--- src/hdl/tcs_pkg.sv ---
// ----------------------------------------------------------------------------
// tcs_pkg: shared types and constants for the torque command shaper
// Word layouts, configuration register indexes and DShot code constants.
// ----------------------------------------------------------------------------
package tcs_pkg;

  localparam int TorqueW = 16;
  localparam int RpmW    = 20;
  localparam int GainW   = 16;
  localparam int DshotW  = 11;
  localparam int CfgIdxW = 2;
  localparam int CfgDataW = 20;

  // configuration register indexes
  localparam logic [CfgIdxW-1:0] REG_SMOOTHING_ALPHA = 2'd0;
  localparam logic [CfgIdxW-1:0] REG_RELEASE_RPM     = 2'd1;
  localparam logic [CfgIdxW-1:0] REG_DECAY_FACTOR    = 2'd2;

  localparam logic [GainW-1:0] ALPHA_RESET   = 16'd6554;
  localparam logic [RpmW-1:0]  RELEASE_RESET = 20'd300;
  localparam logic [GainW-1:0] DECAY_RESET   = 16'd65208;

  // sign codes kept in the lockout state
  localparam logic [1:0] SIGN_NONE = 2'b00;
  localparam logic [1:0] SIGN_POS  = 2'b01;
  localparam logic [1:0] SIGN_NEG  = 2'b11;

  // DShot mapping
  localparam logic [16:0]       DSHOT_DEADBAND = 17'd40;
  localparam logic [12:0]       FULL_SCALE     = 13'd4096;
  localparam logic [9:0]        DSHOT_SPAN     = 10'd999;
  localparam logic [DshotW-1:0] DSHOT_STOP     = 11'd0;
  localparam logic [DshotW-1:0] DSHOT_REV_BASE = 11'd48;
  localparam logic [DshotW-1:0] DSHOT_FWD_BASE = 11'd1048;

  localparam logic ACT_TORQUE = 1'b0;
  localparam logic ACT_DECAY  = 1'b1;

  typedef struct packed {
    logic [GainW-1:0] smoothing_alpha;
    logic [RpmW-1:0]  release_rpm;
    logic [GainW-1:0] decay_factor;
  } tcs_cfg_t;

  typedef struct packed {
    logic                      action;
    logic signed [TorqueW-1:0] torque;
    logic [RpmW-1:0]           measured_rpm;
  } tcs_cmd_t;

  typedef struct packed {
    logic signed [TorqueW-1:0] applied_torque;
    logic                      reversal_blocked;
  } tcs_mid_t;

  typedef struct packed {
    logic [DshotW-1:0]         dshot_value;
    logic signed [TorqueW-1:0] applied_torque;
    logic                      reversal_blocked;
  } tcs_res_t;

endpackage

--- src/hdl/tcs_if.sv ---
// ----------------------------------------------------------------------------
// tcs_if: valid/ready channels of the torque command shaper
// One interface for command words and one for result words.
// ----------------------------------------------------------------------------
interface tcs_cmd_if;
  logic                               valid;
  logic                               ready;
  logic                               action;
  logic signed [tcs_pkg::TorqueW-1:0] torque;
  logic [tcs_pkg::RpmW-1:0]           measured_rpm;

  modport source (output valid, output action, output torque, output measured_rpm,
                  input ready);
  modport sink   (input valid, input action, input torque, input measured_rpm,
                  output ready);
endinterface

interface tcs_res_if;
  logic                               valid;
  logic                               ready;
  logic [tcs_pkg::DshotW-1:0]         dshot_value;
  logic signed [tcs_pkg::TorqueW-1:0] applied_torque;
  logic                               reversal_blocked;

  modport source (output valid, output dshot_value, output applied_torque,
                  output reversal_blocked, input ready);
  modport sink   (input valid, input dshot_value, input applied_torque,
                  input reversal_blocked, output ready);
endinterface

--- src/hdl/torque_command_shaper.sv ---
// ----------------------------------------------------------------------------
// torque_command_shaper: reversal lockout, smoothing and DShot mapping
// Shapes torque commands and slow-down ticks into applied torque and codes.
// ----------------------------------------------------------------------------
//   channel  dir  fields
//   cmd      in   action, torque, measured_rpm
//   res      out  dshot_value, applied_torque, reversal_blocked
//   cfg      in   cfg_we, cfg_index, cfg_data (write only)
//
// One word per cycle sustained while res.ready holds; a result passes the input
// register, core/state register and DShot result register in that order.
// The shared Q0.16 scaler in the core sets the cycle time.
// Reset clears state and loads register defaults.
// Each stage holds its word while the next is full; ready ripples back.
module torque_command_shaper (
  input  logic                           clk,
  input  logic                           rst,
  tcs_cmd_if.sink                        cmd,
  tcs_res_if.source                      res,
  input  logic                           cfg_we,
  input  logic [tcs_pkg::CfgIdxW-1:0]    cfg_index,
  input  logic [tcs_pkg::CfgDataW-1:0]   cfg_data
);

  tcs_pkg::tcs_cfg_t cfg;
  tcs_pkg::tcs_cmd_t cmd_word;
  tcs_pkg::tcs_mid_t mid_word;
  tcs_pkg::tcs_res_t res_word;
  logic              mid_valid;
  logic              mid_ready;

  always_ff @(posedge clk) begin
    if (rst) begin
      cfg.smoothing_alpha <= tcs_pkg::ALPHA_RESET;
      cfg.release_rpm     <= tcs_pkg::RELEASE_RESET;
      cfg.decay_factor    <= tcs_pkg::DECAY_RESET;
    end else if (cfg_we) begin
      case (cfg_index)
        tcs_pkg::REG_SMOOTHING_ALPHA: cfg.smoothing_alpha <= cfg_data[15:0];
        tcs_pkg::REG_RELEASE_RPM:     cfg.release_rpm     <= cfg_data;
        tcs_pkg::REG_DECAY_FACTOR:    cfg.decay_factor    <= cfg_data[15:0];
        default: ;
      endcase
    end
  end

  assign cmd_word.action       = cmd.action;
  assign cmd_word.torque       = cmd.torque;
  assign cmd_word.measured_rpm = cmd.measured_rpm;

  tcs_core u_core (
    .clk       (clk),
    .rst       (rst),
    .cfg       (cfg),
    .in_valid  (cmd.valid),
    .in_ready  (cmd.ready),
    .in_word   (cmd_word),
    .mid_valid (mid_valid),
    .mid_ready (mid_ready),
    .mid_word  (mid_word)
  );

  tcs_dshot u_dshot (
    .clk       (clk),
    .rst       (rst),
    .mid_valid (mid_valid),
    .mid_ready (mid_ready),
    .mid_word  (mid_word),
    .res_valid (res.valid),
    .res_ready (res.ready),
    .res_word  (res_word)
  );

  assign res.dshot_value      = res_word.dshot_value;
  assign res.applied_torque   = res_word.applied_torque;
  assign res.reversal_blocked = res_word.reversal_blocked;

  // codes between stop and the reverse base never appear
  a_code_range: assert property (@(posedge clk) disable iff (rst)
    res.valid |-> (res.dshot_value == tcs_pkg::DSHOT_STOP ||
                   res.dshot_value >= tcs_pkg::DSHOT_REV_BASE))
    else $error("dshot code in reserved range");

  // forward codes only for positive torque, reverse only for negative
  a_code_sign: assert property (@(posedge clk) disable iff (rst)
    (res.valid && res.dshot_value != tcs_pkg::DSHOT_STOP) |->
      ((res.dshot_value >= tcs_pkg::DSHOT_FWD_BASE) == !res.applied_torque[15]))
    else $error("dshot direction disagrees with applied torque");

  a_reset_empty: assert property (@(posedge clk) rst |=> !res.valid)
    else $error("result valid right after reset");

endmodule

--- src/hdl/tcs_core.sv ---
// ----------------------------------------------------------------------------
// tcs_core: input register, reversal lockout, smoothing and decay
// Holds the shaper state; one shared Q0.16 scaler serves smoothing and decay.
// ----------------------------------------------------------------------------
module tcs_core (
  input  logic              clk,
  input  logic              rst,
  input  tcs_pkg::tcs_cfg_t cfg,
  input  logic              in_valid,
  output logic              in_ready,
  input  tcs_pkg::tcs_cmd_t in_word,
  output logic              mid_valid,
  input  logic              mid_ready,
  output tcs_pkg::tcs_mid_t mid_word
);

  // round(a * g / 65536), nearest, ties away from zero
  function automatic logic signed [17:0] scale_q16(input logic signed [16:0] a,
                                                   input logic [15:0] g);
    logic signed [33:0] p;
    logic [33:0]        pa;
    logic [33:0]        pr;
    logic signed [17:0] q;
    p  = 34'(a) * 34'($signed({1'b0, g}));
    pa = p[33] ? 34'(-p) : 34'(p);
    pr = pa + 34'd32768;
    q  = $signed({1'b0, pr[32:16]});
    return p[33] ? -q : q;
  endfunction

  logic              s1_valid;
  tcs_pkg::tcs_cmd_t s1;
  logic              s2_ready;
  logic              step;

  logic signed [15:0] applied_level;
  logic signed [15:0] smoothed_level;
  logic               waiting_flag;
  logic [1:0]         last_sign;

  logic signed [15:0] applied_next;
  logic signed [15:0] smoothed_next;
  logic               waiting_next;
  logic [1:0]         last_sign_next;

  logic signed [15:0] t;
  logic [1:0]         s;
  logic               s_nz;
  logic               low_rpm;
  logic               wait_now;
  logic signed [15:0] target;
  logic [16:0]        abs_target;
  logic [16:0]        abs_smoothed;
  logic signed [16:0] diff;
  logic signed [16:0] mul_a;
  logic [15:0]        mul_g;
  logic signed [17:0] scaled;
  logic signed [17:0] sum;

  assign s2_ready = !mid_valid || mid_ready;
  assign in_ready = !s1_valid || s2_ready;
  assign step     = s1_valid && s2_ready;

  always_comb begin
    t       = s1.torque;
    s_nz    = (t != 16'sd0);
    s       = !s_nz ? tcs_pkg::SIGN_NONE : (t[15] ? tcs_pkg::SIGN_NEG : tcs_pkg::SIGN_POS);
    low_rpm = (s1.measured_rpm < cfg.release_rpm);
    wait_now = waiting_flag ||
               (s_nz && last_sign != tcs_pkg::SIGN_NONE && s != last_sign);

    target         = t;
    waiting_next   = 1'b0;
    last_sign_next = last_sign;
    if (wait_now) begin
      if (s_nz && s == last_sign) begin
        waiting_next = 1'b0;
      end else if (low_rpm) begin
        waiting_next = 1'b0;
        if (s_nz) last_sign_next = s;
      end else begin
        target       = 16'sd0;
        waiting_next = 1'b1;
      end
    end else begin
      if (s_nz) last_sign_next = s;
    end

    abs_target   = target[15] ? 17'(-{target[15], target}) : {1'b0, target};
    abs_smoothed = smoothed_level[15] ? 17'(-{smoothed_level[15], smoothed_level})
                                      : {1'b0, smoothed_level};
    diff = {target[15], target} - {smoothed_level[15], smoothed_level};

    // one multiplier: decay tick scales applied level, command scales the error
    if (s1.action == tcs_pkg::ACT_DECAY) begin
      mul_a = {applied_level[15], applied_level};
      mul_g = cfg.decay_factor;
    end else begin
      mul_a = diff;
      mul_g = cfg.smoothing_alpha;
    end
    scaled = scale_q16(mul_a, mul_g);
    sum    = {{2{smoothed_level[15]}}, smoothed_level} + scaled;

    if (s1.action == tcs_pkg::ACT_DECAY) begin
      applied_next   = scaled[15:0];
      smoothed_next  = smoothed_level;
      waiting_next   = waiting_flag;
      last_sign_next = last_sign;
    end else begin
      smoothed_next = (abs_target < abs_smoothed) ? sum[15:0] : target;
      applied_next  = smoothed_next;
    end
  end

  always_ff @(posedge clk) begin
    if (rst) begin
      s1_valid       <= 1'b0;
      mid_valid      <= 1'b0;
      applied_level  <= '0;
      smoothed_level <= '0;
      waiting_flag   <= 1'b0;
      last_sign      <= tcs_pkg::SIGN_NONE;
    end else begin
      if (in_ready) s1_valid <= in_valid;
      if (s2_ready) mid_valid <= s1_valid;
      if (step) begin
        applied_level  <= applied_next;
        smoothed_level <= smoothed_next;
        waiting_flag   <= waiting_next;
        last_sign      <= last_sign_next;
      end
    end
  end

  always_ff @(posedge clk) begin
    if (in_ready && in_valid) s1 <= in_word;
    if (step) begin
      mid_word.applied_torque   <= applied_next;
      mid_word.reversal_blocked <= waiting_next;
    end
  end

endmodule

--- src/hdl/tcs_dshot.sv ---
// ----------------------------------------------------------------------------
// tcs_dshot: bidirectional DShot mapping and result register
// Deadband, saturation at full scale and the 999/4096 ratio.
// ----------------------------------------------------------------------------
module tcs_dshot (
  input  logic              clk,
  input  logic              rst,
  input  logic              mid_valid,
  output logic              mid_ready,
  input  tcs_pkg::tcs_mid_t mid_word,
  output logic              res_valid,
  input  logic              res_ready,
  output tcs_pkg::tcs_res_t res_word
);

  logic signed [15:0] a;
  logic [16:0]        mag;
  logic [12:0]        ratio;
  logic [22:0]        prod;
  logic [10:0]        code;
  logic [10:0]        value;

  assign mid_ready = !res_valid || res_ready;

  always_comb begin
    a     = mid_word.applied_torque;
    mag   = a[15] ? 17'(-{a[15], a}) : {1'b0, a};
    ratio = (mag > {4'd0, tcs_pkg::FULL_SCALE}) ? tcs_pkg::FULL_SCALE : mag[12:0];
    prod  = 23'(ratio) * 23'(tcs_pkg::DSHOT_SPAN);
    code  = {1'b0, prod[21:12]};
    if (mag <= tcs_pkg::DSHOT_DEADBAND) value = tcs_pkg::DSHOT_STOP;
    else if (a[15]) value = tcs_pkg::DSHOT_REV_BASE + code;
    else value = tcs_pkg::DSHOT_FWD_BASE + code;
  end

  always_ff @(posedge clk) begin
    if (rst) begin
      res_valid <= 1'b0;
    end else if (mid_ready) begin
      res_valid <= mid_valid;
    end
  end

  always_ff @(posedge clk) begin
    if (mid_ready && mid_valid) begin
      res_word.dshot_value      <= value;
      res_word.applied_torque   <= mid_word.applied_torque;
      res_word.reversal_blocked <= mid_word.reversal_blocked;
    end
  end

endmodule
--- src/flat_wrapper.sv ---
// flat-port wrapper written by rule: the top's interface ports become plain ports
module torque_command_shaper_flat 
  (clk, rst, cfg_we, cfg_index, cfg_data, cmd_valid, cmd_action, cmd_torque, cmd_measured_rpm, cmd_ready, res_valid, res_dshot_value, res_applied_torque, res_reversal_blocked, res_ready);
  tcs_cmd_if cmd_i ();
  tcs_res_if res_i ();
  input  logic clk;
  input  logic rst;
  input  logic cfg_we;
  input  logic [tcs_pkg::CfgIdxW-1:0] cfg_index;
  input  logic [tcs_pkg::CfgDataW-1:0] cfg_data;
  input wire logic [$bits(cmd_i.valid)-1:0] cmd_valid;
  input wire logic [$bits(cmd_i.action)-1:0] cmd_action;
  input wire logic [$bits(cmd_i.torque)-1:0] cmd_torque;
  input wire logic [$bits(cmd_i.measured_rpm)-1:0] cmd_measured_rpm;
  output wire logic [$bits(cmd_i.ready)-1:0] cmd_ready;
  output wire logic [$bits(res_i.valid)-1:0] res_valid;
  output wire logic [$bits(res_i.dshot_value)-1:0] res_dshot_value;
  output wire logic [$bits(res_i.applied_torque)-1:0] res_applied_torque;
  output wire logic [$bits(res_i.reversal_blocked)-1:0] res_reversal_blocked;
  input wire logic [$bits(res_i.ready)-1:0] res_ready;
  assign cmd_i.valid = cmd_valid;
  assign cmd_i.action = cmd_action;
  assign cmd_i.torque = cmd_torque;
  assign cmd_i.measured_rpm = cmd_measured_rpm;
  assign cmd_ready = cmd_i.ready;
  assign res_valid = res_i.valid;
  assign res_dshot_value = res_i.dshot_value;
  assign res_applied_torque = res_i.applied_torque;
  assign res_reversal_blocked = res_i.reversal_blocked;
  assign res_i.ready = res_ready;
  torque_command_shaper u_core (.clk(clk), .rst(rst), .cmd(cmd_i), .res(res_i), .cfg_we(cfg_we), .cfg_index(cfg_index), .cfg_data(cfg_data));
endmodule
--- config.mk ---
export PLATFORM = sky130hd
export DESIGN_NAME = torque_command_shaper_flat
export DESIGN_NICKNAME = d
export VERILOG_FILES = /design/src/hdl/tcs_pkg.sv /design/src/hdl/tcs_if.sv /design/src/hdl/torque_command_shaper.sv /design/src/hdl/tcs_core.sv /design/src/hdl/tcs_dshot.sv /design/src/flat_wrapper.sv
export SDC_FILE = /design/constraint.sdc
export NUM_CORES = 2
export LEC_CHECK = 0
export BUFFER_PORTS_ARGS = -buffer_cell sky130_fd_sc_hd__buf_2
export CORE_MARGIN = 2
export CORE_UTILIZATION = 38
export DETAILED_ROUTE_END_ITERATION = 10
export SLEW_MARGIN = 20
export SYNTH_ARGS = -nofsm -noshare
export SYNTH_HDL_FRONTEND = slang
export SYNTH_SLANG_ARGS = --single-unit
--- constraint.sdc ---
create_clock -name clk -period 16.7 [get_ports clk]
set_clock_uncertainty 0.2 [all_clocks]
set_input_delay 0.835 -clock clk [delete_from_list [all_inputs] [get_ports clk]]
set_output_delay 0.835 -clock clk [all_outputs]
set_load 0.05 [all_outputs]
# == After elaboration in Yosys (flattened, before gate mapping) ==
# Cells that the tools add are included.
# word_totals
reg_bits,172
latchBits,0
ramBits,0
mem_bits_ro,0
inputBits,64
mem_count,0
# op_classes
add_sub_neg,10
n_mul,2
div,0
magnitude_cmp,4
eq_ne,6
shift,0
mux,24
bitwise_logic,1
n_reduce_logical,21
# ops
op,count
$mux W16,7
$mux W17,4
$neg A17 Y17,3
$mul A17 B17 Y34,1
$add A32 B16 Y32 const B,1
$mux W32,1
$neg A32 Y32,1
$mul A13 B10 Y22 const B,1
$lt A20 B20 Y1,1
$gt A17 B13 Y1 const B,1
$le A17 B6 Y1 const B,1
$lt A17 B17 Y1,1
$sub A16 B16 Y17,1
$add A16 B16 Y16,1
$neg A16 Y16,1
$reduce_bool A16 Y1,1
$mux W13,1
$mux W2,6
$add A11 B10 Y11 const A,1
$add A6 B10 Y11 const A,1
$mux W11,1
$reduce_and A2 Y1,4
$logic_and A1 B1 Y1,6
$logic_or A1 B1 Y1,4
11 further kinds,17

# == Longest topological paths before layout ==
# logic_depth
word_depth,17
mapped_depth,87
depth_no_buf,79

# == Hierarchy ==
# Synthesis repeated with hierarchy kept, for this count alone.
# unflattened
cells_unflattened,2983
hier_area_um2,26042.5
# by_module_without_submodules
module,instances,cells_per_inst,area_per_inst_um2,seq_area_each_um2
tcs_core,1,2224,18868.1,2362.3
tcs_dshot,1,549,5028.6,860.8
torque_command_shaper,1,210,2145.8,1041.0

# == Worst setup path before layout ==
# Ideal clock, no wire load.
# synth_timing
path_type,register to register
from,reg u_core.u_core.s1 (netlist bit u_core.u_core.t[3])
to,"reg, netlist name u_core.u_core.mid_word[16]"
setup_ps,258
arrival_time_ps,16336
required_ps,16242
slack_ps,-94
stages_incl_launch_ff,76
cell_sequence,edfxtp_1 -> nor4_1 -> nand2_1 -> or3_1 -> or3_1 -> a31oi_1 -> o21ai_0 -> or2_2 -> clkbuf_1 -> clkbuf_1 -> nand2_1 -> ha_1 -> inv_1 -> fa_1 -> a21o_1 -> a21oi_1 -> o21ai_0 -> a21o_1 -> (+40 left out) -> or4_1 -> nand3_1 -> nor2_1 -> a31oi_1 -> xnor2_1 -> inv_1 -> ha_1 -> nand2_1 -> o21ai_0 -> nor4_1 -> nor3_1 -> a2111o_1 -> a21oi_1 -> xnor2_1 -> nor4_1 -> mux2i_1 -> a31oi_1 -> nor2_1
# synth_via
elab_chain_cells,17
elab_cells_between_ends,25
classes_between,6 x add/sub; 1 x mul; 1 x order compare; 2 x eq/ne; 10 x mux; 5 x reduce/logical
# synth_lines
item,line_no,rtl
from (decl),tcs_core.sv:32,tcs_pkg::tcs_cmd_t s1;
from (signal assigned),tcs_core.sv:137,if (in_ready && in_valid) s1 <= in_word;
$reduce_bool A16 Y1,tcs_core.sv:66,s_nz = (t != 16'sd0);
$mux W2,tcs_core.sv:67,s = !s_nz ? tcs_pkg::SIGN_NONE : (t[15] ? tcs_pkg::SIGN_NEG : tcs_pkg::SIGN_POS);
$eq A2 B2 Y1 / $ne A2 B2 Y1 (equally long branches),"tcs_core.sv:76, tcs_core.sv:70",
$logic_and A1 B1 Y1 (on tied branches),"tcs_core.sv:76, tcs_core.sv:70",
$mux W16 / $logic_or A1 B1 Y1 (equally long branches),"tcs_core.sv:76, tcs_core.sv:69",
$mux W16 *,tcs_core.sv:75,if (wait_now) begin
$sub A16 B16 Y17,tcs_core.sv:92,"diff = {target[15], target} - {smoothed_level[15], smoothed_level};"
$mux W17,tcs_core.sv:95,if (s1.action == tcs_pkg::ACT_DECAY) begin
(+2 left out),--,
$mux W32,tcs_core.sv:25,pa = p[33] ? 34'(-p) : 34'(p);
$add A32 B16 Y32,tcs_core.sv:26,pr = pa + 34'd32768;
$neg A16 Y16,tcs_core.sv:28,return p[33] ? -q : q;
$mux W16,tcs_core.sv:28,
$add A16 B16 Y16,tcs_core.sv:103,"sum = {{2{smoothed_level[15]}}, smoothed_level} + scaled;"
$mux W16,tcs_core.sv:111,smoothed_next = (abs_target < abs_smoothed) ? sum[15:0] : target;
$mux W16 *,tcs_core.sv:105,if (s1.action == tcs_pkg::ACT_DECAY) begin
named net u_core.u_core.applied_next[15],tcs_core.sv:41,logic signed [15:0] applied_next;
# The timed path passes the listed nets; every way through them passes the cells marked *.
# A chain may end at the register's enable or synchronous reset.

# == Worst setup path in the final report ==
# layout_timing
from,reg u_core.u_core.s1 (netlist bit u_core.u_core.t[9])
to,"reg, netlist name u_core.u_core.mid_word[16]"
# layout_via
elab_chain_cells,17
elab_cells_between_ends,25
classes_between,6 x add/sub; 1 x mul; 1 x order compare; 2 x eq/ne; 10 x mux; 5 x reduce/logical
# layout_lines
item,line_no
$reduce_bool A16 Y1,tcs_core.sv:66
$mux W2,tcs_core.sv:67
$eq A2 B2 Y1 / $ne A2 B2 Y1 (equally long branches),"tcs_core.sv:76, tcs_core.sv:70"
$logic_and A1 B1 Y1 (on tied branches),"tcs_core.sv:76, tcs_core.sv:70"
$mux W16 / $logic_or A1 B1 Y1 (equally long branches),"tcs_core.sv:76, tcs_core.sv:69"
$mux W16 *,tcs_core.sv:75
$sub A16 B16 Y17,tcs_core.sv:92
$mux W17,tcs_core.sv:95
(+2 left out),--
$mux W32,tcs_core.sv:25
$add A32 B16 Y32,tcs_core.sv:26
$neg A16 Y16,tcs_core.sv:28
$mux W16,tcs_core.sv:28
$add A16 B16 Y16,tcs_core.sv:103
$mux W16,tcs_core.sv:111
$mux W16 *,tcs_core.sv:105
named net u_core.u_core.applied_next[15],tcs_core.sv:41
# Marks and branches as above.

==> run summary <==
========================================================================================
Crit-path max cell delay ..................................................       640 ps
Final Cell Area ...........................................................   28,000 µm²
Number of distinct library cells after synthesis ..........................           96
Post-synthesis instance area ..............................................   25,400 µm²
Antenna-violating nets left ...............................................            0
Worst hold path type ......................................................   reg -> reg
Sort of element at the start of the critical path .........................    flip-flop
Critical path peak fanout .................................................            8
Final worst-path setup slack ..............................................       836 ps
CTS H-Tree Depth ..........................................................            4
Detailed Route Iter0 Violations ...........................................        1,400
Most area-consuming cells after synthesis ................................. fa_1, ha_1, edfxtp_1, inv_1, dfxtp_1
Commonest cells after routing, fill and taps aside ........................ inv_1, nand2_1, fa_1
End point of the worst hold path .......................................... u_core.u_dshot.res_word[0]$_DFFE_PP_
Max-slew violation count ..................................................            0
Area grow syn2layout ......................................................        10.3%
Status .................................................................... complete, no violations
# port buffers ............................................................           93
Number of hold buffers added after cts ....................................            0
Total die area ............................................................   69,000 µm²
Register-to-register setup slack ..........................................       840 ps
Post-layout net count .....................................................        3,649
Max Fclk ..................................................................     63.0 MHz
Critical path type ........................................................   reg -> reg
Hold Startpoint ........................................................... u_core.u_core.mid_word[0]$_DFFE_PP_
Total negative slack ......................................................         0 ps
Total routing resource utilization after global routing ...................        20.7%
Number of max-capacitance violations reported .............................            0
Worst Setup Slack post-DPL ................................................      51.7 ps
Type of element capturing the critical path ...............................    flip-flop
Horizontal die dimension ..................................................       263 µm
FF-to-FF End .............................................................. u_core.u_core.mid_word[16]$_DFFE_PP_
Maximum number of pins on one net before global-route repair ..............           54
First-pass iteration count of the detailed router .........................            5
TritonCTS sink count ......................................................          172
Arrival time worst endpoint ...............................................    15,870 ps
Hold violation total from the final report ................................            0
Sum of net half-perimeters after detailed placement .......................      58.0 mm
Primary FF master, synth ..................................................      dfxtp_1
DRC violations left .......................................................            0
Clock-pin transition on the worst setup and hold timing paths .............        80 ps
Synthesized netlist net count .............................................        3,562
Slowest stage cell on the critical path ...................................         fa_2
Cell total after placement ................................................        3,850
Buf+Inv Stages, Crit Path .................................................            9
Beginning of the worst register-to-register path .......................... u_core.u_core.t[9]$_DFFE_PP_
Clock Tree Root ...........................................................    clkbuf_16
Core Area .................................................................   66,000 µm²
Final setup violating endpoints ...........................................            0
Total number of vias ......................................................        20.4k
Post-layout min period ....................................................    15,860 ps
Portion of the clock cycle consumed by the worst path in the final layout .        95.0%
Mean Syn Cell Area ........................................................     8.68 µm²
Clock network latency to the later pin of the worst-skew pair .............       460 ps
Timing startpoint of the critical path .................................... u_core.u_core.t[9]$_DFFE_PP_
Floorplan die height ......................................................       263 µm
Cell Rows .................................................................           94
Number of antenna violations at the first check in global routing .........            0
Asr flop ratio synth ......................................................           0%
Layout filler cell count ..................................................        6,602
Most frequent cell on the critical path ...................................      nand2_1
Filler-free cell count of the finished design .............................        3,893
Starting density of the core ..............................................        38.5%
I/O pin cnt ...............................................................           94
Relative max-transition margin ............................................        23.3%
CP top delay family .......................................................  adder cells
Fraction of post-synthesis cell area in the top cell type by area .........        26.8%
DR vias/cell ..............................................................         5.25
Worst Tran Pin Value ......................................................      1120 ps
Num CTS Buffers ...........................................................           17
Number of enable flip-flop cells after synthesis ..........................           82
Total detailed-routing wirelength .........................................      70.9 mm
Worst hold path depth .....................................................            0
Area of placed instances ..................................................   27,100 µm²
Most area-hungry cell type in the Yosys netlist ...........................         fa_1
Buffer levels on the longest clock path ...................................            2
Post-synthesis sequential area ratio ......................................        16.8%
Grt ovf ...................................................................            0
Mapped Cells ..............................................................        2,929
Antenna diode count .......................................................            0
Logic depth of the worst register-to-register path ........................           68
Required time at the worst-slack endpoint .................................    16,710 ps
Yosys warning total .......................................................            0
Routability cong. .........................................................        0.921
Wirelength per Cell .......................................................      18.2 µm
CTS tree ..................................................................        built
Fraction of final layout cells with drive strength greater than 1 .........        10.5%
First-pass GRT wire length ................................................       113 mm
Flops & latches, synth ....................................................          172
Leading cell type in the layout, fill and taps excluded ...................        inv_1
Via count of the first global-routing pass ................................        20.3k
========================================================================================
==> worst max-delay path by stage <==
stage                                                end  cells past startpoint  slack [ps]
floorplan           u_core.u_core.mid_word[16]$_DFFE_PP_                     75          20
global placement    u_core.u_core.mid_word[16]$_DFFE_PP_                     73         250
detailed placement  u_core.u_core.mid_word[16]$_DFFE_PP_                     65          50
CTS                 u_core.u_core.mid_word[16]$_DFFE_PP_                     65          40
global route        u_core.u_core.mid_word[16]$_DFFE_PP_                     77        -110
finish              u_core.u_core.mid_word[16]$_DFFE_PP_                     68         840
==> worst reg2reg max path, delay by kind of cell, from the launching register on <==
family	cells	cell delay, ps
AO/OA/AOI/OAI	19	3610
XOR/XNOR	3	510
adder cells (fa/ha/maj)	11	4790
buffers and inverters	9	1080
flip-flops	1	450
multiplexers	2	420
AND/OR/NAND/NOR	24	4580
==> per-stage QoR <==
| stage | hold slack, ps | util (%) |
|---|---|---|
| floorplan | 200 | - |
| global placement | 208 | 41.1 |
| detailed placement | 218 | 41.1 |
| CTS | 231 | 42.0 |
| global route | 249 | 42.5 |
| finish | 226 | 42.5 |
==> synth_stat cells, types with 13 or more instances <==
master,number
a211o_1,14
a211oi_1,27
a21o_1,43
a21oi_1,136
and2_1,24
and3_1,13
clkbuf_1,87
dfxtp_1,90
edfxtp_1,82
fa_1,340
ha_1,229
inv_1,505
mux2_2,28
mux2i_1,35
nand2_1,342
nand2b_1,19
nand3_1,39
nand3b_1,21
nor2_1,287
nor2b_1,13
nor3_1,54
o21a_1,19
o21ai_0,68
o31ai_1,20
or3_1,17
xnor2_1,87
xor2_1,46
==> timing repair <==
action / in CTS / in global routing
gates resized for setup: 1 / 56
endpoints found under the setup margin: 1 / 23
buffers inserted: 0 / 11
pin swaps: 0 / 12
==> layer usage <==
metal | vias up | wire length (µm) | GRT usage, %
met5 | - | 0 | 0
met4 | 0 | 2080 | 6.07
met3 | 107 | 4390 | 3.59
met2 | 608 | 32200 | 33.6
met1 | 10000 | 32200 | 28.2
li1 | 9730 | - | -
==> kinds of logic (layout without fill, tap and decap cells) <==
family / Yosys count / in the layout / share of synthesized area, %
AOI/OAI and AO/OA: 466 / 466 / 12.4
xor gates and xnor gates: 133 / 133 / 4.58
adders and majority gates: 569 / 569 / 38.0
buffers and inverters: 615 / 715 / 9.15
DFF: 172 / 172 / 16.8
muxes: 64 / 64 / 2.68
other: 2 / 2 / 0.0295
and+or+nand+nor: 908 / 908 / 16.3
==> cell type report <==
cell class	instances	area [µm²]	share of cell area, %
Inverter	507	1900	6.79
Multi-Input combinational cell	2142	19100	68.1
Clock buffer	18	429	1.53
Timing Repair Buffer	176	1110	3.97
Sequential cell	172	4260	15.2
Tap cell	864	1080	3.86
Clock inverter	14	144	0.513
==> registers in the layout, summed over array words and instances (netlist names) <==
signal                        flops
u_core.u_core.smoothed_level     16
u_core.u_core.s1                 21
u_core.u_core.t                  16
u_core.u_dshot.res_word          28
u_core.u_core.mid_valid           1
u_core.u_core.waiting_flag        1
u_core.u_core.last_sign           2
u_core.u_core.s1_valid            1
u_core.u_core.mid_word           17
u_core.u_core.applied_level      16
u_core.cfg                       52
u_core.u_dshot.res_valid          1
Power is not shown: default switching activity piles up to over one toggle a cycle in this logic, so the estimate is an artifact.
